## src/rtl/core/mde_pkg.sv

```systemverilog
package mde_pkg;

    // output queue between classifier and serialiser
    localparam int Q_DEPTH = 4;
    localparam int Q_AW    = $clog2(Q_DEPTH);

    // held lead character codes
    localparam logic [2:0] LEAD_IDLE  = 3'd0;
    localparam logic [2:0] LEAD_LT    = 3'd1;
    localparam logic [2:0] LEAD_GT    = 3'd2;
    localparam logic [2:0] LEAD_EQ    = 3'd3;
    localparam logic [2:0] LEAD_MINUS = 3'd4;
    localparam logic [2:0] LEAD_EXCL  = 3'd5;
    localparam logic [2:0] LEAD_COL   = 3'd6;

    // command opcodes handed to the serialiser
    localparam logic [2:0] OP_PASS       = 3'd0;
    localparam logic [2:0] OP_ESC        = 3'd1;
    localparam logic [2:0] OP_FLUSH      = 3'd2;
    localparam logic [2:0] OP_FLUSH_BYTE = 3'd3;
    localparam logic [2:0] OP_ENT        = 3'd4;

    // entity indexes
    localparam logic [3:0] ENT_LT_EQ   = 4'd0;
    localparam logic [3:0] ENT_LT_MIN  = 4'd1;
    localparam logic [3:0] ENT_LT_LT   = 4'd2;
    localparam logic [3:0] ENT_GT_EQ   = 4'd3;
    localparam logic [3:0] ENT_GT_GT   = 4'd4;
    localparam logic [3:0] ENT_EQ_GT   = 4'd5;
    localparam logic [3:0] ENT_EQ_EQ   = 4'd6;
    localparam logic [3:0] ENT_MIN_GT  = 4'd7;
    localparam logic [3:0] ENT_EXCL_EQ = 4'd8;
    localparam logic [3:0] ENT_COL_COL = 4'd9;
    localparam logic [3:0] ENT_COL_EQ  = 4'd10;

    // characters
    localparam logic [7:0] CH_BSL   = 8'h5C;
    localparam logic [7:0] CH_TICK  = 8'h60;
    localparam logic [7:0] CH_STAR  = 8'h2A;
    localparam logic [7:0] CH_LBRC  = 8'h7B;
    localparam logic [7:0] CH_RBRC  = 8'h7D;
    localparam logic [7:0] CH_LBRK  = 8'h5B;
    localparam logic [7:0] CH_RBRK  = 8'h5D;
    localparam logic [7:0] CH_LT    = 8'h3C;
    localparam logic [7:0] CH_GT    = 8'h3E;
    localparam logic [7:0] CH_EQ    = 8'h3D;
    localparam logic [7:0] CH_MINUS = 8'h2D;
    localparam logic [7:0] CH_EXCL  = 8'h21;
    localparam logic [7:0] CH_COL   = 8'h3A;

    typedef struct packed {
        logic [2:0] op;
        logic [3:0] ent;
        logic [2:0] lead;
        logic [7:0] data;
        logic       last;
    } t_cmd;

    function automatic logic [2:0] lead_code(input logic [7:0] c);
        logic [2:0] r;
        unique case (c)
            CH_LT:    r = LEAD_LT;
            CH_GT:    r = LEAD_GT;
            CH_EQ:    r = LEAD_EQ;
            CH_MINUS: r = LEAD_MINUS;
            CH_EXCL:  r = LEAD_EXCL;
            CH_COL:   r = LEAD_COL;
            default:  r = LEAD_IDLE;
        endcase
        return r;
    endfunction

    function automatic logic [7:0] lead_char(input logic [2:0] lead);
        logic [7:0] r;
        unique case (lead)
            LEAD_LT:    r = CH_LT;
            LEAD_GT:    r = CH_GT;
            LEAD_EQ:    r = CH_EQ;
            LEAD_MINUS: r = CH_MINUS;
            LEAD_EXCL:  r = CH_EXCL;
            LEAD_COL:   r = CH_COL;
            default:    r = CH_LT;
        endcase
        return r;
    endfunction

    // leads whose flush carries a backslash
    function automatic logic lead_esc(input logic [2:0] lead);
        return (lead == LEAD_GT) || (lead == LEAD_EXCL);
    endfunction

    function automatic logic is_special(input logic [7:0] c);
        return (c == CH_BSL) || (c == CH_TICK) || (c == CH_STAR) || (c == CH_LBRC) ||
               (c == CH_RBRC) || (c == CH_LBRK) || (c == CH_RBRK);
    endfunction

    // returns {hit, entity index}
    function automatic logic [4:0] digraph(input logic [2:0] lead, input logic [7:0] c);
        logic [4:0] r;
        r = {1'b0, ENT_LT_EQ};
        unique case (lead)
            LEAD_LT: begin
                if (c == CH_EQ) r = {1'b1, ENT_LT_EQ};
                else if (c == CH_MINUS) r = {1'b1, ENT_LT_MIN};
                else if (c == CH_LT) r = {1'b1, ENT_LT_LT};
            end
            LEAD_GT: begin
                if (c == CH_EQ) r = {1'b1, ENT_GT_EQ};
                else if (c == CH_GT) r = {1'b1, ENT_GT_GT};
            end
            LEAD_EQ: begin
                if (c == CH_GT) r = {1'b1, ENT_EQ_GT};
                else if (c == CH_EQ) r = {1'b1, ENT_EQ_EQ};
            end
            LEAD_MINUS: begin
                if (c == CH_GT) r = {1'b1, ENT_MIN_GT};
            end
            LEAD_EXCL: begin
                if (c == CH_EQ) r = {1'b1, ENT_EXCL_EQ};
            end
            LEAD_COL: begin
                if (c == CH_COL) r = {1'b1, ENT_COL_COL};
                else if (c == CH_EQ) r = {1'b1, ENT_COL_EQ};
            end
            default: r = {1'b0, ENT_LT_EQ};
        endcase
        return r;
    endfunction

    // entity text, first character in the top byte
    function automatic logic [63:0] ent_text(input logic [3:0] ent);
        logic [63:0] r;
        unique case (ent)
            ENT_LT_EQ:   r = {"&#8804;", 8'h00};
            ENT_LT_MIN:  r = "&#10229;";
            ENT_LT_LT:   r = {"&#8810;", 8'h00};
            ENT_GT_EQ:   r = {"&#8805;", 8'h00};
            ENT_GT_GT:   r = {"&#8811;", 8'h00};
            ENT_EQ_GT:   r = "&#10233;";
            ENT_EQ_EQ:   r = {"&#8801;", 8'h00};
            ENT_MIN_GT:  r = "&#10230;";
            ENT_EXCL_EQ: r = {"&#8800;", 8'h00};
            ENT_COL_COL: r = {"&#8759;", 8'h00};
            ENT_COL_EQ:  r = {"&#8788;", 8'h00};
            default:     r = 64'h0;
        endcase
        return r;
    endfunction

    function automatic logic [3:0] ent_len(input logic [3:0] ent);
        logic [3:0] r;
        if ((ent == ENT_LT_MIN) || (ent == ENT_EQ_GT) || (ent == ENT_MIN_GT)) r = 4'd8;
        else r = 4'd7;
        return r;
    endfunction

    // number of output bytes of a command
    function automatic logic [3:0] cmd_len(input t_cmd cmd);
        logic [3:0] r;
        unique case (cmd.op)
            OP_PASS:       r = 4'd1;
            OP_ESC:        r = 4'd2;
            OP_FLUSH:      r = lead_esc(cmd.lead) ? 4'd2 : 4'd1;
            OP_FLUSH_BYTE: r = lead_esc(cmd.lead) ? 4'd3 : 4'd2;
            OP_ENT:        r = ent_len(cmd.ent);
            default:       r = 4'd1;
        endcase
        return r;
    endfunction

    // byte at position idx of a command
    function automatic logic [7:0] cmd_byte(input t_cmd cmd, input logic [2:0] idx);
        logic [7:0]  r;
        logic [63:0] txt;
        logic        esc;
        esc = lead_esc(cmd.lead);
        txt = ent_text(cmd.ent) << {idx, 3'b000};
        unique case (cmd.op)
            OP_PASS: r = cmd.data;
            OP_ESC:  r = (idx == 3'd0) ? CH_BSL : cmd.data;
            OP_FLUSH: begin
                if (esc && (idx == 3'd0)) r = CH_BSL;
                else r = lead_char(cmd.lead);
            end
            OP_FLUSH_BYTE: begin
                if (esc) begin
                    if (idx == 3'd0) r = CH_BSL;
                    else if (idx == 3'd1) r = lead_char(cmd.lead);
                    else r = cmd.data;
                end else begin
                    r = (idx == 3'd0) ? lead_char(cmd.lead) : cmd.data;
                end
            end
            OP_ENT:  r = txt[63:56];
            default: r = cmd.data;
        endcase
        return r;
    endfunction

endpackage

```

## src/rtl/core/mde_front.sv

```systemverilog
module mde_front (
    input  logic             i_clk,
    input  logic             i_rst_n,
    input  logic             i_valid,
    input  logic [7:0]       i_byte,
    input  logic             i_last,
    input  logic             i_q_full,
    output logic             o_ready,
    output logic             o_push,
    output mde_pkg::t_cmd    o_cmd,
    output logic             o_held
);

    logic [2:0]    r_lead;
    logic [2:0]    n_lead;
    logic          w_emit;
    logic [4:0]    w_dg;
    logic [2:0]    w_lc;
    mde_pkg::t_cmd w_cmd;

    assign o_ready = !i_q_full;
    assign o_held  = (r_lead != mde_pkg::LEAD_IDLE);

    // classify the incoming byte against the held lead
    always_comb begin
        w_dg        = mde_pkg::digraph(r_lead, i_byte);
        w_lc        = mde_pkg::lead_code(i_byte);
        w_cmd.op    = mde_pkg::OP_PASS;
        w_cmd.ent   = w_dg[3:0];
        w_cmd.lead  = r_lead;
        w_cmd.data  = i_byte;
        w_cmd.last  = i_last;
        w_emit      = 1'b1;
        n_lead      = mde_pkg::LEAD_IDLE;
        if ((r_lead >= mde_pkg::LEAD_LT) && (r_lead <= mde_pkg::LEAD_COL)) begin
            w_cmd.op = w_dg[4] ? mde_pkg::OP_ENT : mde_pkg::OP_FLUSH_BYTE;
        end else if (w_lc != mde_pkg::LEAD_IDLE) begin
            w_cmd.lead = w_lc;
            w_cmd.op   = mde_pkg::OP_FLUSH;
            if (!i_last) begin
                w_emit = 1'b0;
                n_lead = w_lc;
            end
        end else if (mde_pkg::is_special(i_byte)) begin
            w_cmd.op = mde_pkg::OP_ESC;
        end
    end

    assign o_push = i_valid && o_ready && w_emit;
    assign o_cmd  = w_cmd;

    // pending lead register
    always_ff @(posedge i_clk) begin
        if (!i_rst_n) begin
            r_lead <= mde_pkg::LEAD_IDLE;
        end else if (i_valid && o_ready) begin
            r_lead <= n_lead;
        end
    end

endmodule

```

## src/rtl/core/mde_queue.sv

```systemverilog
module mde_queue (
    input  logic             i_clk,
    input  logic             i_rst_n,
    input  logic             i_push,
    input  mde_pkg::t_cmd    i_cmd,
    input  logic             i_pop,
    output logic             o_full,
    output logic             o_valid,
    output mde_pkg::t_cmd    o_cmd
);

    mde_pkg::t_cmd               r_mem [mde_pkg::Q_DEPTH];
    logic [mde_pkg::Q_AW-1:0]    r_wp;
    logic [mde_pkg::Q_AW-1:0]    r_rp;
    logic [mde_pkg::Q_AW:0]      r_cnt;

    assign o_full  = (r_cnt == (mde_pkg::Q_AW + 1)'(mde_pkg::Q_DEPTH));
    assign o_valid = (r_cnt != '0);
    assign o_cmd   = r_mem[r_rp];

    // storage
    always_ff @(posedge i_clk) begin
        if (i_push) begin
            r_mem[r_wp] <= i_cmd;
        end
    end

    // pointers and fill count
    always_ff @(posedge i_clk) begin
        if (!i_rst_n) begin
            r_wp  <= '0;
            r_rp  <= '0;
            r_cnt <= '0;
        end else begin
            if (i_push) r_wp <= r_wp + 1'b1;
            if (i_pop)  r_rp <= r_rp + 1'b1;
            if (i_push && !i_pop) r_cnt <= r_cnt + 1'b1;
            else if (!i_push && i_pop) r_cnt <= r_cnt - 1'b1;
        end
    end

endmodule

```

## src/rtl/core/mde_back.sv

```systemverilog
module mde_back (
    input  logic             i_clk,
    input  logic             i_rst_n,
    input  logic             i_q_valid,
    input  mde_pkg::t_cmd    i_q_cmd,
    output logic             o_pop,
    input  logic             i_out_ready,
    output logic             o_out_valid,
    output logic [7:0]       o_out_byte,
    output logic             o_run_last,
    output logic             o_text_end
);

    mde_pkg::t_cmd r_cmd;
    logic [2:0]    r_idx;
    logic          r_busy;
    logic [3:0]    w_len;
    logic          w_end;
    logic          w_take;

    // position within the current command
    always_comb begin
        w_len  = mde_pkg::cmd_len(r_cmd);
        w_end  = ({1'b0, r_idx} == (w_len - 4'd1));
        w_take = !r_busy || (i_out_ready && w_end);
    end

    assign o_pop       = w_take && i_q_valid;
    assign o_out_valid = r_busy;
    assign o_out_byte  = mde_pkg::cmd_byte(r_cmd, r_idx);
    assign o_run_last  = w_end;
    assign o_text_end  = w_end && r_cmd.last;

    // valid flag
    always_ff @(posedge i_clk) begin
        if (!i_rst_n) begin
            r_busy <= 1'b0;
        end else if (w_take) begin
            r_busy <= i_q_valid;
        end
    end

    // command and byte index
    always_ff @(posedge i_clk) begin
        if (o_pop) begin
            r_cmd <= i_q_cmd;
            r_idx <= '0;
        end else if (r_busy && i_out_ready) begin
            r_idx <= r_idx + 1'b1;
        end
    end

endmodule

```

## src/rtl/core/markdown_digraph_escaper.sv

```systemverilog
// channel | direction | handshake                 | payload
// input   | in        | i_in_valid / o_in_ready   | i_in_byte, i_is_last
// output  | out       | o_out_valid / i_out_ready | o_out_byte, o_run_last, o_text_end
//
// one byte accepted per cycle while the command queue has room; the serialiser
// sends one output byte per cycle while the output is ready
// first output byte of an item is registered in the command queue, then in the serialiser
// synchronous active-low reset clears the held lead, the queue and the output valid
// a stalled output fills the four-entry command queue, after which input ready drops
module markdown_digraph_escaper (
    input  logic       i_clk,
    input  logic       i_rst_n,
    input  logic       i_in_valid,
    output logic       o_in_ready,
    input  logic [7:0] i_in_byte,
    input  logic       i_is_last,
    output logic       o_out_valid,
    input  logic       i_out_ready,
    output logic [7:0] o_out_byte,
    output logic       o_run_last,
    output logic       o_text_end
);

    logic          w_push;
    logic          w_pop;
    logic          w_full;
    logic          w_q_valid;
    logic          w_held;
    mde_pkg::t_cmd w_f_cmd;
    mde_pkg::t_cmd w_q_cmd;

    // classifier with held lead state
    mde_front u_front (
        .i_clk    (i_clk),
        .i_rst_n  (i_rst_n),
        .i_valid  (i_in_valid),
        .i_byte   (i_in_byte),
        .i_last   (i_is_last),
        .i_q_full (w_full),
        .o_ready  (o_in_ready),
        .o_push   (w_push),
        .o_cmd    (w_f_cmd),
        .o_held   (w_held)
    );

    // command queue
    mde_queue u_queue (
        .i_clk   (i_clk),
        .i_rst_n (i_rst_n),
        .i_push  (w_push),
        .i_cmd   (w_f_cmd),
        .i_pop   (w_pop),
        .o_full  (w_full),
        .o_valid (w_q_valid),
        .o_cmd   (w_q_cmd)
    );

    // byte serialiser
    mde_back u_back (
        .i_clk       (i_clk),
        .i_rst_n     (i_rst_n),
        .i_q_valid   (w_q_valid),
        .i_q_cmd     (w_q_cmd),
        .o_pop       (w_pop),
        .i_out_ready (i_out_ready),
        .o_out_valid (o_out_valid),
        .o_out_byte  (o_out_byte),
        .o_run_last  (o_run_last),
        .o_text_end  (o_text_end)
    );

`ifndef SYNTH
    // a run keeps going after a transfer that was not its last byte
    a_run_continues: assert property (@(posedge i_clk) disable iff (!i_rst_n)
        (o_out_valid && i_out_ready && !o_run_last) |=> o_out_valid)
        else $error("output run broken before its last byte");

    // end of text only on the last byte of a run
    a_end_in_run: assert property (@(posedge i_clk) disable iff (!i_rst_n)
        (o_out_valid && o_text_end) |-> o_run_last)
        else $error("text end outside last byte of run");

    // nothing stays held after the final character of a text
    a_last_clears: assert property (@(posedge i_clk) disable iff (!i_rst_n)
        (i_in_valid && o_in_ready && i_is_last) |=> !w_held)
        else $error("lead still held after end of text");
`endif

endmodule

```

## config.mk

```make
export PLATFORM = sky130hd
export DESIGN_NAME = markdown_digraph_escaper
export DESIGN_NICKNAME = d
export VERILOG_FILES = /design/src/rtl/core/mde_pkg.sv /design/src/rtl/core/mde_front.sv /design/src/rtl/core/mde_queue.sv /design/src/rtl/core/mde_back.sv /design/src/rtl/core/markdown_digraph_escaper.sv
export SDC_FILE = /design/constraint.sdc
export NUM_CORES = 1
export LEC_CHECK = 0
export BUFFER_PORTS_ARGS = -buffer_cell sky130_fd_sc_hd__buf_4
export CORE_ASPECT_RATIO = 1.25
export CORE_MARGIN = 5
export CORE_UTILIZATION = 58
export CTS_CLUSTER_SIZE = 10
export DETAILED_ROUTE_END_ITERATION = 10
export GPL_TIMING_DRIVEN = 0
export PLACE_DENSITY = 0.84
export SYNTH_ARGS = -nofsm -noshare
export SYNTH_HDL_FRONTEND = slang
export SYNTH_HIERARCHICAL = 1
export SYNTH_SLANG_ARGS = --single-unit
```

## constraint.sdc

```tcl
create_clock -name i_clk -period 5 [get_ports i_clk]
set_input_delay 1.5 -clock i_clk [delete_from_list [all_inputs] [get_ports i_clk]]
set_output_delay 1.5 -clock i_clk [all_outputs]
set_load 0.01 [all_outputs]
```

==> results of run 1 <==
-- critical path, delay by kind of cell, from the launching register on --
kind / cells / cell delay, ns
simple gates: 4 / 1.06
flops: 1 / 0.39
compound gates: 3 / 0.59
buf+inv: 6 / 1.20
fa+ha+maj: 3 / 0.84
xor+xnor: 3 / 0.45
-- power groups by stage --
stage | logic (µW) | clock network [µW] | registers [µW]
floorplan | 1600 | 0 | 1510
global placement | 2130 | 0 | 1550
detailed placement | 2180 | 0 | 1560
CTS | 2200 | 1200 | 1550
global route | 2430 | 1250 | 1570
finish | 2210 | 1180 | 1550
-- through the flow --
| stage | area, µm² | setup slack, ns | utilization (%) | hold WS [ns] |
|---|---|---|---|---|
| detailed placement | 6930 | 0.167 | 62.2 | 0.526 |
| floorplan | 6600 | 1.09 | - | 0.467 |
| global placement | 6930 | 0.367 | 62.2 | 0.479 |
| global route | 7530 | 0.0661 | 67.6 | 0.578 |
| finish | 7530 | 0.379 | 67.6 | 0.525 |
| CTS | 7510 | 0.0854 | 67.5 | 0.533 |
-- logic make-up (layout without fill, tap and decap cells) --
kind of cell | after synthesis | after routing | share of synthesized area (%)
DFF | 124 | 124 | 52.0
and+or+nand+nor | 160 | 160 | 14.0
xor gates and xnor gates | 14 | 14 | 1.86
AOI/OAI and AO/OA | 115 | 115 | 11.8
buffers and inverters | 62 | 116 | 5.04
muxes | 48 | 48 | 11.9
adders and majority gates | 17 | 17 | 3.30
-- worst max path at each step --
| stage | cells after the start | to | slack [ns] | from |
|---|---|---|---|---|
| floorplan | 19 | u_queue/r_cnt[2]$_SDFFE_PN0P_ | 1.09 | u_back/r_cmd[16]$_DFFE_PN_ |
| global placement | 19 | u_queue/r_cnt[2]$_SDFFE_PN0P_ | 0.37 | u_back/r_cmd[17]$_DFFE_PN_ |
| detailed placement | 19 | u_queue/r_cnt[2]$_SDFFE_PN0P_ | 0.17 | u_back/r_cmd[17]$_DFFE_PN_ |
| CTS | 19 | u_queue/r_cnt[2]$_SDFFE_PN0P_ | 0.09 | u_back/r_cmd[17]$_DFFE_PN_ |
| global route | 19 | u_queue/r_cnt[2]$_SDFFE_PN0P_ | 0.07 | u_back/r_cmd[17]$_DFFE_PN_ |
| finish | 19 | u_queue/r_cnt[2]$_SDFFE_PN0P_ | 0.38 | u_back/r_cmd[17]$_DFFE_PN_ |
-- cell usage after synthesis (all sizes together), types with 14 or more instances --
cell    count
edfxtp     95
nand2      33
a21oi      29
dfxtp      29
buf        28
o21ai      28
mux2i      25
nor2       25
inv        20
mux4       20
ha         15
nand3      15
clkbuf     14
-- layer usage --
metal,GRT usage (%),wire [µm],part of all wire (%),vias up
met5,0,0,0,-
met4,9.58,419,2.9,0
met2,39.4,7540,53,166
met1,26.5,5610,39,2217
met3,4.68,711,5.0,31
li1,-,-,-,2116
-- what timing repair did --
| action | CTS | global route |
|---|---|---|
| buffers inserted | 0 | 0 |
| gates resized for setup | 0 | 3 |
| endpoints found under the setup margin | 0 | 2 |
| hold buffers | 0 | 0 |
-- layout make-up --
type / instances / share of cell area (%)
multi-input cells: 354 / 37.8
well taps: 135 / 2.24
plain buffers: 42 / 3.44
clock buffers: 26 / 6.63
repair buffers: 22 / 2.19
clock inverters: 6 / 1.11
flip-flops and latches: 124 / 45.6
inverters: 20 / 0.998
==> flow_summary.toml, run 1 <==
[timing]
post-route-min-period_ns = 4.62
slew_violations = 0
slew-limit-headroom_pct = 31.2
worstMarginPinSlew_ns = 1.03
fmax_ghz = 0.216
setup_viol = 0
clock_skew_ns = 0.00835
hold_viol = 0
fin_crit_sh_pct = 92.4
fin_tns_setup_ns = 0
rsz0062_at_grt = "no"

[finish]
stdcell_count = 729
diodes = 0
seq_area_um2 = 3430
drive_gt1_share_pct = 18.9
mostFrequentLayoutCells = "edfxtp_1 (95), nand2_1 (33), buf_4 (31)"
syn_to_final_growth_pct = 14.1
multi_input_area_um2 = 2840
fillers = 790
final_nets = 610
final_common_cell = "edfxtp_1"

[synth]
avgSynthCellArea_um2 = 12.2
syn_nets = 569
yosysSeqAreaShare_pct = 52.0
synth.largest_area_cell = "edfxtp_1"
yosys-top-cells-area = "edfxtp_1 (43%), dfxtp_1 (8.8%), mux4_2 (3.8%)"
synth.ff_latch_count = 124
yosysUniqueCellTypes = 82
yosys_warnings = 6
yosys.area.top_type_share_pct = 43.2
synth_ff_type = "edfxtp_1"
synth_edf_count = 95
netlist_area_um2 = 6600
synth_cells = 540
async_reset_ff_share_pct = 0

[global_routing]
grt_pass1_wl_um = 23600
grt_overflow = 0
antenna_found_initial = 0
grt.total_usage_pct = 22.3
grt_pass1_vias = 4486
grt_max_degree = 26

[critical_path]
crit_arrival_ns = 4.94
worst_path_max_delay_cell = "fa_1"
timing.rr.start = "u_back/r_cmd[17]$_DFFE_PN_"
rrSetupSlack_ns = 0.38
worstPathMaxFanout = 25
worst_setup_path_start_kind = "flop"
worstPathRequired_ns = 5.32
reg2reg_depth = 19
worstPathCellList = "clkbuf_1, nor3b_2, nand4_1, o211ai_2, ha_1, xor2_1, xnor2_1, nand2_1, o32a_1, buf_6, buf_2, inv_2, inv_1, ha_1, inv_1, fa_1, xor2_1, or3_1, a21boi_0"
cp-end-kind = "flop"
max_stage_delay_ns = 0.44
critical_path_class = "reg2reg"
r2r_end = "u_queue/r_cnt[2]$_SDFFE_PN0P_"

[clock_network]
clk_latency_ns = 0.41
clockBufferDepth = 2
path_clk_slew_ns = 0.05
clkSinkCount = 124
cts_root_buf = "clkbuf_16"
htree_levels = 4
cts_buffers = 17
cts_tree = "done"

[detailed_routing]
postRouteAntennaNets = 0
vias = 4530
routed_via_density = 6.21
avgRoutedWirePerCell_um = 19.6
drtPass1Iterations = 5
wirelength_um = 14300
drc = 0
drt-initial-drc-count = 366

[power_and_ir_drop]
sequentialPowerShare_pct = 31.3
power_uw = 4940
pwr-share-comb_pct = 44.8
power.leakage_uw = 0.00279
peakVddDrop_mv = 0.350
power.internal_uw = 3140
p_switching_uw = 1790
swShare_pct = 36.3
clkPwrFrac_pct = 23.9
powerDensity_nw_per_um2 = 656

[placed_design]
io_buffers = 22
gp_congestion = 0.939
detailed_place_hpwl_um = 9940
dp_cells = 697

[worst_hold_path]
hold_end = "u_queue/r_cnt[2]$_SDFFE_PN0P_"
min_path_cells = 2
min-delay-start = "u_queue/r_cnt[2]$_SDFFE_PN0P_"
hold_class = "reg2reg"

[job]
maxCapViolCount = 0

[floorplan]
row_count = 43
die-area_um2 = 13600
die_h_um = 129
io_pins = 25
start_util_pct = 59.2
die-width_um = 105
core_area_um2 = 11100

[status]
status = "complete, no violations"
No activity file was read; power rests on OpenSTA's default activity.
==> run 2, diff against run 1 <==
- clock period: 5 -> 5.6 ns (I/O delays scaled with it)
==> flow_summary.toml, run 2 (synthesized netlist as in run 1, its figures left out) <==
[power_and_ir_drop]
pwr-share-comb_pct = 44.7
power.leakage_uw = 0.00278
peakVddDrop_mv = 0.315
sequentialPowerShare_pct = 31.4
power_uw = 4410
powerDensity_nw_per_um2 = 586
p_switching_uw = 1600
clkPwrFrac_pct = 23.9
power.internal_uw = 2800
swShare_pct = 36.3

[critical_path]
reg2reg_depth = 19
cp-end-kind = "output port"
worst_setup_path_start_kind = "flop"
crit_arrival_ns = 3.29
worstPathMaxFanout = 10
worstPathRequired_ns = 3.92
rrSetupSlack_ns = 0.68
critical_path_class = "reg2out"

[placed_design]
io_buffers = 22
gp_congestion = 0.939
detailed_place_hpwl_um = 9940

[finish]
diodes = 0
fillers = 792
final_common_cell = "edfxtp_1"
syn_to_final_growth_pct = 13.9
mostFrequentLayoutCells = "edfxtp_1 (95), nand2_1 (33), buf_4 (31)"
final_nets = 610
drive_gt1_share_pct = 18.4

[timing]
worstMarginPinSlew_ns = 1.04
slew_violations = 0
hold_viol = 0
setup_viol = 0
clock_skew_ns = 0.00855
fmax_ghz = 0.201
post-route-min-period_ns = 4.97
slew-limit-headroom_pct = 31.0
fin_crit_sh_pct = 88.8
fin_tns_setup_ns = 0
rsz0062_at_grt = "no"

[detailed_routing]
drc = 0
routed_via_density = 6.24
postRouteAntennaNets = 0
drtPass1Iterations = 5
wirelength_um = 14200
vias = 4549
drt-initial-drc-count = 357
avgRoutedWirePerCell_um = 19.5

[clock_network]
clockBufferDepth = 2
postCtsSetupRepairBufs = 0
cts_buffers = 17
cts_hold_buf = 0
clk_latency_ns = 0.41
cts_root_buf = "clkbuf_16"
postCtsResizedCells = 0
htree_levels = 4
cts_tree = "done"
clkSinkCount = 124
path_clk_slew_ns = 0.05

[floorplan]
io_pins = 25
die-width_um = 105
row_count = 43
start_util_pct = 59.2
core_area_um2 = 11100
die_h_um = 129
die-area_um2 = 13600

[worst_hold_path]
min_path_cells = 2
hold_class = "reg2reg"

[global_routing]
grt_pass1_wl_um = 23600
grt.total_usage_pct = 22.3
grt_overflow = 0
grt_pass1_vias = 4486
grt_max_degree = 26
antenna_found_initial = 0

[status]
status = "complete, no violations"

[job]
maxCapViolCount = 0
-- run 2: layout make-up --
cell class	instances	area (µm²)	share of cell area, %
inverters	20	75.1	0.999
clock inverters	6	83.8	1.12
flip-flops and latches	124	3430	45.7
clock buffers	26	499	6.64
well taps	135	169	2.25
multi-input cells	354	2830	37.7
plain buffers	42	258	3.43
repair buffers	22	165	2.20
-- run 2: path summary, 6_finish.rpt --
path                                                    start                       endpoint
worst min register to register  u_queue/r_cnt[2]$_SDFFE_PN0P_  u_queue/r_cnt[2]$_SDFFE_PN0P_
worst max-delay path               u_back/r_cmd[17]$_DFFE_PN_                     o_text_end
worst max register to register     u_back/r_cmd[17]$_DFFE_PN_  u_queue/r_cnt[2]$_SDFFE_PN0P_
worst min-delay path            u_queue/r_cnt[2]$_SDFFE_PN0P_  u_queue/r_cnt[2]$_SDFFE_PN0P_
-- run 2: metal layers --
| layer | part of all wire [%] | up-vias | global-route usage, % | wire length, µm |
|---|---|---|---|---|
| li1 | - | 2116 | - | - |
| met1 | 39 | 2209 | 26.5 | 5570 |
| met2 | 52 | 181 | 39.4 | 7450 |
| met3 | 5.1 | 43 | 4.68 | 731 |
| met4 | 3.5 | 0 | 9.58 | 498 |
| met5 | 0 | - | 0 | 0 |
-- run 2: metrics by stage --
stage,util [%],cell area (µm²),std cells,worst slack (ns),hold slack [ns]
after floorplan,-,6600,540,1.60,0.467
after global placement,62.2,6930,697,0.967,0.479
after detailed placement,62.2,6930,697,0.767,0.526
after CTS,67.5,7510,729,0.658,0.533
after global routing,67.5,7510,729,0.379,0.578
final,67.5,7510,729,0.629,0.525
-- run 2: worst max-delay path: stages (launching register included) --
cell and delay, ns:
edfxtp_1 0.39, clkbuf_1 0.23, nor3b_1 0.67, nand4_1 0.28
o211ai_2 0.18, ha_1 0.20, xor2_1 0.18, xnor2_1 0.15
nand2_1 0.10, nor2_1 0.22, and2_1 0.17, buf_4 0.11
-- run 2: power groups by stage --
stage          combinational, µW  sequential, µW  clock (µW)
6_report                    1970            1380        1050
2_1_floorplan               1430            1350           0
3_5_place_dp                1950            1400           0
3_3_place_gp                1900            1380           0
5_1_grt                     2160            1400        1120
4_1_cts                     1960            1380        1070
